### src/rtl/scan_pkg.sv
// shared constants and types for the scan disk scheduler
package scan_pkg;

    // default store depth
    localparam int MAX_REQUESTS_DEF = 32;

    // field widths
    localparam int TRACK_W  = 16;
    localparam int SEEK_W   = 17;
    localparam int TCOUNT_W = 17;

    // stream data widths, padded to whole bytes
    localparam int S_DATA_W = 16;
    localparam int M_DATA_W = 40;

    // configuration port
    localparam int APB_ADDR_W = 4;
    localparam int APB_DATA_W = 32;

    // register indexes (byte address 4*index)
    localparam logic [1:0] REG_START_HEAD = 2'd0;
    localparam logic [1:0] REG_SWEEP_DOWN = 2'd1;
    localparam logic [1:0] REG_TRACK_CNT  = 2'd2;

    // register reset values
    localparam logic [TRACK_W-1:0]  START_HEAD_RST  = 16'd0;
    localparam logic [TCOUNT_W-1:0] TRACK_COUNT_RST = 17'd200;

    // far end clamps
    localparam logic [TCOUNT_W-1:0] TRACK_COUNT_MAX = 17'd65536;
    localparam logic [TRACK_W-1:0]  TRACK_MAX       = 16'hFFFF;

    // saturation limit of the seek total
    localparam logic [SEEK_W-1:0] SEEK_MAX = 17'h1FFFF;

    // controller states, one-hot
    typedef enum logic [6:0] {
        ST_IDLE      = 7'b0000001,
        ST_INS_RD    = 7'b0000010,
        ST_INS_CMP   = 7'b0000100,
        ST_WALK_INIT = 7'b0001000,
        ST_WALK_RD   = 7'b0010000,
        ST_WALK_EVAL = 7'b0100000,
        ST_FINISH    = 7'b1000000
    } state_t;

endpackage

### src/rtl/scan_disk_scheduler.sv
// scan disk scheduler: sorted request memory, insertion and scan walk controller
// insertion: a request reads stored entries from the top down, shifts each larger one up a slot and is
// written in place, or in the lowest slot; the flagged last request then walks the sorted memory twice,
// once per sweep direction, and the final track is sent with last set when the output is free
// throughput: one request at a time, bounded by the single read port of the request memory
// reset: rst_n is asynchronous, clears the batch and loads register defaults; no clearing pass
module scan_disk_scheduler #(
    parameter int MAX_REQUESTS = scan_pkg::MAX_REQUESTS_DEF
) (
    input  logic                              clk,
    input  logic                              rst_n,
    // request stream
    input  logic                              s_tvalid,
    output logic                              s_tready,
    input  logic [scan_pkg::S_DATA_W-1:0]     s_tdata,   // [15:0] request_track
    input  logic                              s_tlast,   // last_request
    // schedule stream
    output logic                              m_tvalid,
    input  logic                              m_tready,
    output logic [scan_pkg::M_DATA_W-1:0]     m_tdata,   // [15:0] served_track, [32:16] seek_total
    output logic                              m_tlast,   // last_served
    // configuration port
    input  logic                              psel,
    input  logic                              penable,
    input  logic                              pwrite,
    input  logic [scan_pkg::APB_ADDR_W-1:0]   paddr,
    input  logic [scan_pkg::APB_DATA_W-1:0]   pwdata,
    output logic [scan_pkg::APB_DATA_W-1:0]   prdata,
    output logic                              pready
);
    import scan_pkg::*;

    localparam int AW = (MAX_REQUESTS > 1) ? $clog2(MAX_REQUESTS) : 1;
    localparam int CW = $clog2(MAX_REQUESTS + 1);
    localparam logic [CW-1:0] COUNT_FULL = CW'(MAX_REQUESTS);

    // configuration registers
    logic [TRACK_W-1:0]  start_head_reg;
    logic                sweep_down_reg;
    logic [TCOUNT_W-1:0] track_count_reg;

    // request memory
    logic [TRACK_W-1:0] mem [MAX_REQUESTS];
    logic               mem_we;
    logic [AW-1:0]      mem_waddr;
    logic [TRACK_W-1:0] mem_wdata;
    logic               mem_re;
    logic [AW-1:0]      mem_raddr;
    logic [TRACK_W-1:0] rd_data_reg;

    // control state
    state_t             state_reg, state_next;
    logic [CW-1:0]      count_reg, count_next;
    logic [CW-1:0]      j_reg, j_next;
    logic [CW-1:0]      idx_reg, idx_next;
    logic               phase_reg, phase_next;
    logic               ep_pend_reg, ep_pend_next;
    logic [TRACK_W-1:0] v_reg, v_next;
    logic               last_reg, last_next;
    logic [TRACK_W-1:0] head_reg, head_next;
    logic [SEEK_W-1:0]  acc_reg, acc_next;

    // pending visit, held until the next one proves it is not the final track
    logic               pend_valid_reg, pend_valid_next;
    logic [TRACK_W-1:0] pend_track_reg, pend_track_next;
    logic [SEEK_W-1:0]  pend_seek_reg, pend_seek_next;

    // output register
    logic               out_valid_reg, out_valid_next;
    logic [TRACK_W-1:0] out_track_reg, out_track_next;
    logic [SEEK_W-1:0]  out_seek_reg, out_seek_next;
    logic               out_last_reg, out_last_next;

    // helpers
    logic               cfg_wr;
    logic [TRACK_W-1:0] far_end;
    logic [TRACK_W-1:0] ep_track;
    logic               dir_up;
    logic               walk_end;
    logic               is_cand;
    logic [CW-1:0]      idx_m1;
    logic [CW-1:0]      j_m1;
    logic               out_free;
    logic               can_visit;
    logic               visit_en;
    logic [TRACK_W-1:0] visit_track;
    logic [TRACK_W-1:0] step_len;
    logic [SEEK_W:0]    seek_sum;
    logic [SEEK_W-1:0]  seek_sat;
    logic               push_en;
    logic               push_last;

    // configuration port
    assign pready = 1'b1;
    assign cfg_wr = psel & penable & pwrite;

    always_comb
    begin
        prdata = '0;
        case (paddr[3:2])
            REG_START_HEAD: prdata = APB_DATA_W'(start_head_reg);
            REG_SWEEP_DOWN: prdata = APB_DATA_W'(sweep_down_reg);
            REG_TRACK_CNT:  prdata = APB_DATA_W'(track_count_reg);
            default:        prdata = '0;
        endcase
    end

    always_ff @(posedge clk or negedge rst_n)
    begin
        if (!rst_n)
        begin
            start_head_reg  <= START_HEAD_RST;
            sweep_down_reg  <= 1'b0;
            track_count_reg <= TRACK_COUNT_RST;
        end
        else if (cfg_wr)
        begin
            case (paddr[3:2])
                REG_START_HEAD: start_head_reg  <= pwdata[TRACK_W-1:0];
                REG_SWEEP_DOWN: sweep_down_reg  <= pwdata[0];
                REG_TRACK_CNT:  track_count_reg <= pwdata[TCOUNT_W-1:0];
                default:        ;
            endcase
        end
    end

    // far end of the disk with clamps for zero and oversized counts
    always_comb
    begin
        if (track_count_reg == '0)
            far_end = '0;
        else if (track_count_reg > TRACK_COUNT_MAX)
            far_end = TRACK_MAX;
        else
            far_end = TRACK_W'(track_count_reg - 1'b1);
    end

    // sweep endpoint visited in the first phase
    assign ep_track = sweep_down_reg ? '0 : far_end;

    // walk direction: first phase goes toward the sweep endpoint, up unless sweep_down is set
    assign dir_up   = sweep_down_reg ? phase_reg : ~phase_reg;
    assign walk_end = dir_up ? (idx_reg == count_reg) : (idx_reg == '0);
    assign idx_m1   = idx_reg - 1'b1;
    assign j_m1     = j_reg - 1'b1;
    assign is_cand  = dir_up ? (rd_data_reg > start_head_reg) : (rd_data_reg < start_head_reg);

    // handshake status
    assign out_free  = ~out_valid_reg | m_tready;
    assign can_visit = ~pend_valid_reg | out_free;
    assign s_tready  = (state_reg == ST_IDLE);

    // head movement and saturating seek total for a visit
    assign step_len = (visit_track >= head_reg) ? (visit_track - head_reg)
                                                : (head_reg - visit_track);
    assign seek_sum = {1'b0, acc_reg} + (SEEK_W + 1)'(step_len);
    assign seek_sat = seek_sum[SEEK_W] ? SEEK_MAX : seek_sum[SEEK_W-1:0];

    // controller
    always_comb
    begin
        state_next      = state_reg;
        count_next      = count_reg;
        j_next          = j_reg;
        idx_next        = idx_reg;
        phase_next      = phase_reg;
        ep_pend_next    = ep_pend_reg;
        v_next          = v_reg;
        last_next       = last_reg;
        head_next       = head_reg;
        acc_next        = acc_reg;
        pend_valid_next = pend_valid_reg;
        pend_track_next = pend_track_reg;
        pend_seek_next  = pend_seek_reg;
        mem_we          = 1'b0;
        mem_waddr       = '0;
        mem_wdata       = '0;
        mem_re          = 1'b0;
        mem_raddr       = '0;
        visit_en        = 1'b0;
        visit_track     = '0;
        push_en         = 1'b0;
        push_last       = 1'b0;

        case (state_reg)
            ST_IDLE:
            begin
                if (s_tvalid)
                begin
                    v_next    = s_tdata[TRACK_W-1:0];
                    last_next = s_tlast;
                    j_next    = count_reg;
                    // full store drops the request, the flag still starts the schedule
                    if (count_reg == COUNT_FULL)
                        state_next = s_tlast ? ST_WALK_INIT : ST_IDLE;
                    else
                        state_next = ST_INS_RD;
                end
            end

            ST_INS_RD:
            begin
                if (j_reg == '0)
                begin
                    mem_we     = 1'b1;
                    mem_waddr  = '0;
                    mem_wdata  = v_reg;
                    count_next = count_reg + 1'b1;
                    state_next = last_reg ? ST_WALK_INIT : ST_IDLE;
                end
                else
                begin
                    mem_re     = 1'b1;
                    mem_raddr  = j_m1[AW-1:0];
                    state_next = ST_INS_CMP;
                end
            end

            ST_INS_CMP:
            begin
                mem_we    = 1'b1;
                mem_waddr = j_reg[AW-1:0];
                // shift the larger entry up one slot, or drop the request in place
                if (rd_data_reg > v_reg)
                begin
                    mem_wdata  = rd_data_reg;
                    j_next     = j_m1;
                    state_next = ST_INS_RD;
                end
                else
                begin
                    mem_wdata  = v_reg;
                    count_next = count_reg + 1'b1;
                    state_next = last_reg ? ST_WALK_INIT : ST_IDLE;
                end
            end

            ST_WALK_INIT:
            begin
                phase_next   = 1'b0;
                idx_next     = sweep_down_reg ? count_reg : '0;
                head_next    = start_head_reg;
                acc_next     = '0;
                ep_pend_next = 1'b1;
                state_next   = ST_WALK_RD;
            end

            ST_WALK_RD:
            begin
                if (walk_end)
                begin
                    if (!phase_reg)
                    begin
                        // endpoint not yet served goes last in the first phase
                        if (ep_pend_reg)
                        begin
                            if (can_visit)
                            begin
                                visit_en     = 1'b1;
                                visit_track  = ep_track;
                                ep_pend_next = 1'b0;
                            end
                        end
                        else
                        begin
                            phase_next = 1'b1;
                            idx_next   = sweep_down_reg ? '0 : count_reg;
                        end
                    end
                    else
                    begin
                        state_next = ST_FINISH;
                    end
                end
                else
                begin
                    mem_re     = 1'b1;
                    mem_raddr  = dir_up ? idx_reg[AW-1:0] : idx_m1[AW-1:0];
                    state_next = ST_WALK_EVAL;
                end
            end

            ST_WALK_EVAL:
            begin
                if (is_cand)
                begin
                    // far end merged into the upward first phase in sorted position
                    if (!sweep_down_reg && !phase_reg && ep_pend_reg && (far_end <= rd_data_reg))
                    begin
                        if (can_visit)
                        begin
                            visit_en     = 1'b1;
                            visit_track  = far_end;
                            ep_pend_next = 1'b0;
                        end
                    end
                    else if (can_visit)
                    begin
                        visit_en    = 1'b1;
                        visit_track = rd_data_reg;
                        idx_next    = dir_up ? idx_reg + 1'b1 : idx_m1;
                        state_next  = ST_WALK_RD;
                    end
                end
                else
                begin
                    idx_next   = dir_up ? idx_reg + 1'b1 : idx_m1;
                    state_next = ST_WALK_RD;
                end
            end

            ST_FINISH:
            begin
                if (out_free)
                begin
                    push_en         = 1'b1;
                    push_last       = 1'b1;
                    pend_valid_next = 1'b0;
                    count_next      = '0;
                    head_next       = start_head_reg;
                    acc_next        = '0;
                    state_next      = ST_IDLE;
                end
            end

            default:
            begin
                state_next = ST_IDLE;
            end
        endcase

        // a new visit moves the older pending track to the output
        if (visit_en)
        begin
            head_next       = visit_track;
            acc_next        = seek_sat;
            pend_valid_next = 1'b1;
            pend_track_next = visit_track;
            pend_seek_next  = seek_sat;
            push_en         = pend_valid_reg;
        end
    end

    // output register
    always_comb
    begin
        out_track_next = out_track_reg;
        out_seek_next  = out_seek_reg;
        out_last_next  = out_last_reg;
        if (push_en)
        begin
            out_valid_next = 1'b1;
            out_track_next = pend_track_reg;
            out_seek_next  = pend_seek_reg;
            out_last_next  = push_last;
        end
        else if (m_tready)
            out_valid_next = 1'b0;
        else
            out_valid_next = out_valid_reg;
    end

    assign m_tvalid = out_valid_reg;
    assign m_tdata  = {{(M_DATA_W - TRACK_W - SEEK_W){1'b0}}, out_seek_reg, out_track_reg};
    assign m_tlast  = out_last_reg;

    // request memory, one write and one registered read per cycle
    always_ff @(posedge clk)
    begin
        if (mem_we)
            mem[mem_waddr] <= mem_wdata;
        if (mem_re)
            rd_data_reg <= mem[mem_raddr];
    end

    // control and payload registers
    always_ff @(posedge clk or negedge rst_n)
    begin
        if (!rst_n)
        begin
            state_reg      <= ST_IDLE;
            count_reg      <= '0;
            j_reg          <= '0;
            idx_reg        <= '0;
            phase_reg      <= 1'b0;
            ep_pend_reg    <= 1'b0;
            v_reg          <= '0;
            last_reg       <= 1'b0;
            head_reg       <= START_HEAD_RST;
            acc_reg        <= '0;
            pend_valid_reg <= 1'b0;
            pend_track_reg <= '0;
            pend_seek_reg  <= '0;
            out_valid_reg  <= 1'b0;
            out_track_reg  <= '0;
            out_seek_reg   <= '0;
            out_last_reg   <= 1'b0;
        end
        else
        begin
            state_reg      <= state_next;
            count_reg      <= count_next;
            j_reg          <= j_next;
            idx_reg        <= idx_next;
            phase_reg      <= phase_next;
            ep_pend_reg    <= ep_pend_next;
            v_reg          <= v_next;
            last_reg       <= last_next;
            head_reg       <= head_next;
            acc_reg        <= acc_next;
            pend_valid_reg <= pend_valid_next;
            pend_track_reg <= pend_track_next;
            pend_seek_reg  <= pend_seek_next;
            out_valid_reg  <= out_valid_next;
            out_track_reg  <= out_track_next;
            out_seek_reg   <= out_seek_next;
            out_last_reg   <= out_last_next;
        end
    end

endmodule
### config.mk
export PLATFORM = sky130hd
export DESIGN_NAME = scan_disk_scheduler
export DESIGN_NICKNAME = d
export VERILOG_FILES = /design/src/rtl/scan_pkg.sv /design/src/rtl/scan_disk_scheduler.sv
export SDC_FILE = /design/constraint.sdc
export NUM_CORES = 1
export LEC_CHECK = 0
export ABC_AREA = 1
export BUFFER_PORTS_ARGS = -buffer_cell sky130_fd_sc_hd__buf_2
export CELL_PAD_IN_SITES_DETAIL_PLACEMENT = 2
export CELL_PAD_IN_SITES_GLOBAL_PLACEMENT = 2
export CORE_ASPECT_RATIO = 1.5
export CORE_MARGIN = 8
export CORE_UTILIZATION = 36
export CTS_CLUSTER_SIZE = 24
export DETAILED_ROUTE_END_ITERATION = 16
export PLACE_DENSITY = 0.86
export SYNTH_ARGS = -nofsm -noshare
export SYNTH_HDL_FRONTEND = slang
export SYNTH_SLANG_ARGS = --single-unit
### constraint.sdc
create_clock -name clk -period 6.5 [get_ports clk]
set_input_delay 0.325 -clock clk [delete_from_list [all_inputs] [get_ports clk]]
set_output_delay 0.325 -clock clk [all_outputs]
set_load 0.01 [all_outputs]
Word level (Yosys, flattened, before mapping)
Memories as Yosys holds them, arrays and structs flattened. A register that Yosys moved wholly into a read port is not among the register bits.
Cells that the tools add are included.
- $add $sub $neg: 8
- magnitude comparators: 6
- equality and inequality tests: 26
- multiplexer cells: 95
- bitwise operators: 7
- reduce and logical (&&, ||, !) cells: 29
- operators by type and width (operator ; count):
    $mux 16 ; 16
    $pmux 16 s2 ; 3
    $mux 6 ; 14
    $mux 17 ; 3
    $pmux 17 s3 ; 1
    $mux 7 ; 7
    $pmux 7 s7 ; 1
    $pmux 6 s3 ; 2
    $pmux 17 s2 ; 1
    $gt 16x16->1 ; 2
    $sub 16x16->16 ; 2
    $mux 1 ; 31
    $ne 2x2->1 const B ; 11
    $mux 4 ; 5
    $mux 5 ; 4
    $add 17x16->18 ; 1
    $gt 17x17->1 const B ; 1
    $logic_not 17->1 ; 1
    $ge 16x16->1 ; 1
    $le 16x16->1 ; 1
    $lt 16x16->1 ; 1
    $sub 16x1->16 const B ; 1
    $reduce_and 2->1 ; 7
    $add 6x1->6 const B ; 2
    other kinds (30) ; 52
- register bits: 180
- memory bits (writable): 512
- bits of input ports: 60
- output and inout bits: 76
- logic and storage cells: 192
- memories: 1
- memories (memory ; depth ; bits a word ; rd ports ; clocked after Yosys merged registers in ; write ports ; line ; source):
    mem ; 32 ; 16 ; 1 ; 1 ; 1 ; scan_disk_scheduler.sv:43 ; logic [TRACK_W-1:0] mem [MAX_REQUESTS];

Depth between registers and ports, before layout
- word-level depth: 14
- mapped depth: 48
- gate-level depth less buffers: 45

Worst setup path after synthesis
Ideal clock, no wire load.
- path type: reg2reg
- start point: register track_count_reg[0]
- end point: register pend_seek_reg[3]
- library setup time: 117 ps
- arrival: 6339 ps
- data required time: 6383 ps
- path slack: 44 ps
- stages on the path, launching flop included: 44
- buffers on the path: 4
- period minus slack after synthesis: 6456 ps
- cells stage by stage: dfrtp_1 inv_1 ha_1 nand2_1 nor2_1 nand2_1 nand2_1 buf_2 nand3_1 nand2_1 inv_1 ha_1 nand2_1 nor4_1 nand2_1 a21oi_1 buf_2 nand2_1 (+8 left out) nand3_1 buf_2 o21ai_0 xnor2_1 inv_1 ha_1 a21o_1 inv_1 o21ai_0 nand2_1 nand2_1 nand2_1 nand2_1 a31oi_1 clkbuf_1 nand2_1 nand2_1 nand2_1
- cells in the longest elaborated chain, start to end: 13
- elaborated cells between the ends (all ways): 22
- classes of those cells: add/sub (4); order compare (3); mux (13); reduce/logical (2)
- RTL lines (element ; line ; source):
    start, declared ; scan_disk_scheduler.sv:40 ; logic [TCOUNT_W-1:0] track_count_reg;
    start signal, assigned ; scan_disk_scheduler.sv:121 ; REG_TRACK_CNT: track_count_reg <= pwdata[TCOUNT_W-1:0];
    $sub 16x1->16 or $gt 17x17->1 (tied branches) ; scan_disk_scheduler.sv:135, scan_disk_scheduler.sv:132 ;
    $mux 16 ; scan_disk_scheduler.sv:132 ; else if (track_count_reg > TRACK_COUNT_MAX)
    $mux 16 * ; scan_disk_scheduler.sv:130 ; if (track_count_reg == '0)
    branches (longest 5 deep; another with $le 16x16->1) ; -- ;
    $pmux 16 s2 * ; scan_disk_scheduler.sv:185 ; case (state_reg)
    via visit_track[3] ; scan_disk_scheduler.sv:86 ; logic [TRACK_W-1:0] visit_track;
    $sub 16x16->16, or another cell as far along ; scan_disk_scheduler.sv:155 ; : (head_reg - visit_track);
    $mux 16 * ; scan_disk_scheduler.sv:154 ; assign step_len = (visit_track >= head_reg) ? (visit_track - head_reg)
    $add 17x16->18 * ; scan_disk_scheduler.sv:156 ; assign seek_sum = {1'b0, acc_reg} + (SEEK_W + 1)'(step_len);
    $mux 17 * ; scan_disk_scheduler.sv:157 ; assign seek_sat = seek_sum[SEEK_W] ? SEEK_MAX : seek_sum[SEEK_W-1:0];
    end signal, assigned ; scan_disk_scheduler.sv:413 ; pend_seek_reg <= pend_seek_next;
    end, declared ; scan_disk_scheduler.sv:66 ; logic [SEEK_W-1:0] pend_seek_reg, pend_seek_next;
Mark *: on every way through the listed nets, which the timed path passes.
A chain may end at the register's enable or synchronous reset.

Worst setup path in the final report
- start point: register track_count_reg[9]
- end point: register pend_seek_reg[2]
- cells in the longest elaborated chain, start to end: 13
- elaborated cells between the ends (all ways): 22
- classes of those cells: add/sub (4); order compare (3); mux (13); reduce/logical (2)
- RTL lines (element ; line):
    $gt 17x17->1 ; scan_disk_scheduler.sv:132
    $mux 16 ; scan_disk_scheduler.sv:132
    $mux 16 * ; scan_disk_scheduler.sv:130
    branches (longest 5 deep; another with $le 16x16->1) ; --
    $pmux 16 s2 * ; scan_disk_scheduler.sv:185
    via visit_track[0] ; scan_disk_scheduler.sv:86
    $sub 16x16->16, or another cell as far along ; scan_disk_scheduler.sv:155
    $mux 16 * ; scan_disk_scheduler.sv:154
    $add 17x16->18 * ; scan_disk_scheduler.sv:156
    $mux 17 * ; scan_disk_scheduler.sv:157
Marked as above.

==> metrics.yaml <==
rrSetupSlack_ps: -1370
grt_pass1_vias: 39200
dp.cells: 5522
multi_input_area_um2: 14950
slowest_delay_ps: 490
dr.pass1.iters: 6
ys_seq_area_share_pct: 55.57
min_path_cells: 3
path_class: "register to register"
synthCells: 4009
clk_latency_ps: 720
dp_slack_ps: -689.5
grt_pass1_wl_um: 262000
htree_levels: 3
syn2layout_area_growth_pct: 25.53
setup_violations: 34
die_w_um: 276.5
critical_path.slowest_cell: "fa_1"
avgSynthCellArea_um2: 9.140
synth_area_um2: 36640
finalWeightedCongestion: 0.8956
nets: 4586
row_count: 143
p_leak_nw: 20.74
rsz0062_at_grt: "true"
routedWlPerCell_um: 34.89
period_needed_ps: 7871
die_area_um2: 112500
root_buffer: "clkbuf_16"
crit_top_cell: "nand2_2"
numCtsBuffers: 79
r2r-end: "pend_seek_reg[2]"
portBuffers: 95
hold_viol: 0
critPathArrivalTime_ps: 8490
status: "finished with violations"
cts_tree: "yes"
drc_errors: 0
cap_violations: 0
worstHoldPathType: "primary input to register"
synth-seq-cells: 708
tns_ps: -43900
max_freq_ghz: 0.1271
power_density_nw_per_um2: 459.1
die_h_um: 406.7
ff_latch_area_um2: 20370
io_pins: 136
clk_path_buf_depth: 3
reg2regPathDepth: 44
initial_core_util_pct: 36.25
gr-usage-all-layers_pct: 30.99
numClockSinks: 708
yosysWarnings: 0
min_from: "pwdata[0]"
grt_start_max_net_pins: 121
via_per_inst: 6.151
max-vdd-ir-drop_mv: 0.2471
overflow: 0
timing.final.crit_share_pct: 121.1
critPathRequiredTime_ps: 7120
setup_ws_ps: -1371
route.vias.total: 35630
clkSlewWorstSetupHoldPaths_ps: 80
startpoint_type: "register"
largest_reg_flops: 512
violations: "negative setup slack"
slew_headroom_pct: 11.13
n_fill_cell: 10520
drive_gt1_share_pct: 22.93
ys_types: 63
drv_slew: 0
worst_setup_path_end_kind: "register"
hold_end: "track_count_reg[0]"
r2r_start: "track_count_reg[9]"
power_mw: 21.12
ant_nets: 0
regMostFlops: "mem"
crit_path_max_fanout: 4
fin_skew_ps: 54.26
place_hpwl_um: 99170
core_area_um2: 101100
wirelength_um: 202100
worst_slew_pin_slew_ps: 1328
stdcell_count: 5792
hold_ws_ps: 14.69
drtIter0Drc: 3351
antenna_found_initial: 7
[synth_stat cells (all sizes together)]
master	n	area [um^2]
o21ai	175	887.1
a211oi	2	15.01
o21a	8	60.06
nand2	908	3450
a311oi	1	8.760
a21oi	105	536.8
ha	105	1314
xor2	30	262.8
nor3	25	141.4
edfxtp	528	15860
a221oi	1	8.760
o211ai	3	22.52
nor4	9	92.59
nand3	677	3416
o32ai	1	8.760
nand3b	162	1216
fa	3	60.06
clkbuf	43	161.4
buf	172	953.4
o22ai	15	93.84
clkinv	3	11.26
o31ai	3	22.52
mux2	2	22.52
inv	618	2320
or2	4	25.02
nor2	140	550.5
a32oi	1	8.760
a21o	4	30.03
conb	2	7.510
nand4	41	275.3
o2111ai	3	26.28
a22oi	2	20.02
and2	1	6.260
a31oi	11	68.82
xnor2	9	78.83
o21bai	5	37.54
a21boi	2	15.01
mux2i	3	30.03
a31o	1	8.760
and3	1	6.260
dfstp	4	105.1
dfrtp	176	4404
[layout make-up]
class / count / share of cell area, %
multi-input cells: 2486 / 32.50
well taps: 1305 / 3.550
flip-flops and latches: 708 / 44.28
clock inverters: 42 / 1.009
repair buffers: 522 / 8.704
diodes: 4 / 0.02176
clock buffers: 104 / 4.793
inverters: 621 / 5.141
[worst max-delay path by stage]
stage	from	end	slack [ps]
after detailed placement	track_count_reg[0]	acc_reg[13]	-690
final	track_count_reg[9]	pend_seek_reg[2]	-1370
after global routing	track_count_reg[5]	pend_seek_reg[2]	-1440
after global placement	track_count_reg[2]	acc_reg[15]	-330
after CTS	track_count_reg[4]	acc_reg[14]	-30
after floorplan	track_count_reg[0]	pend_seek_reg[3]	40
[through the flow]
| step | utilization, % | instance area [um^2] |
|---|---|---|
| 3_3_place_gp | 39.81 | 40240 |
| 6_report | 45.50 | 46000 |
| 3_5_place_dp | 39.81 | 40240 |
| 4_1_cts | 44.31 | 44800 |
| 5_1_grt | 45.49 | 45990 |
| 2_1_floorplan | - | 36720 |
[power breakdown]
part           switching, mW  internal [mW]  total (mW)
logic                   7.08           3.31        10.4
registers              0.372           5.37        5.74
clock network           2.26           2.73        4.99
[worst max-delay path, delay by kind of cell, from the launching register on]
kind / cells / cell delay, ps
xor gates and xnor gates: 1 / 180
AOI/OAI and AO/OA: 8 / 1330
DFF: 1 / 460
buffers and inverters: 10 / 1450
and+or+nand+nor: 20 / 2800
adders and majority gates: 4 / 1310
muxes: 1 / 230
[metal layers]
layer  GRT usage (%)  part of all wire [%]
met1           29.83                    32
met2           57.57                    50
met3           5.813                   6.9
met4           25.12                    11
met5               0                0.0074
[cells in the final DEF, fill, tap and decap left out, drive strengths merged, types with 41 or more instances in the layout]
cell    instances
o21ai         175
dfrtp         176
buf           486
nor2          140
edfxtp        528
nand2         908
a21oi         105
clkbuf        105
nand3         677
nand4          41
inv           621
nand3b        162
ha            105
[logic make-up (layout without fill, tap and decap cells)]
family	after synthesis	in the layout	synth area share, %
other	2	27	0.02049
and+or+nand+nor	1968	1968	25.05
AOI/OAI and AO/OA	343	343	5.129
adders and majority gates	108	108	3.749
DFF	708	708	55.57
xor gates and xnor gates	39	39	0.9322
buffers and inverters	836	1289	9.403
muxes	5	5	0.1434
[what timing repair did]
| item | CTS | global route |
|---|---|---|
| gates cloned | 6 | 0 |
| endpoints found under the hold margin | 96 | 0 |
| hold buffers | 34 | 0 |
| setup endpoints to repair | 34 | 35 |
| buffers inserted | 57 | 33 |
| pin swaps | 88 | 125 |
| gates resized for setup | 266 | 264 |
Power figures use the tool's default switching activity.
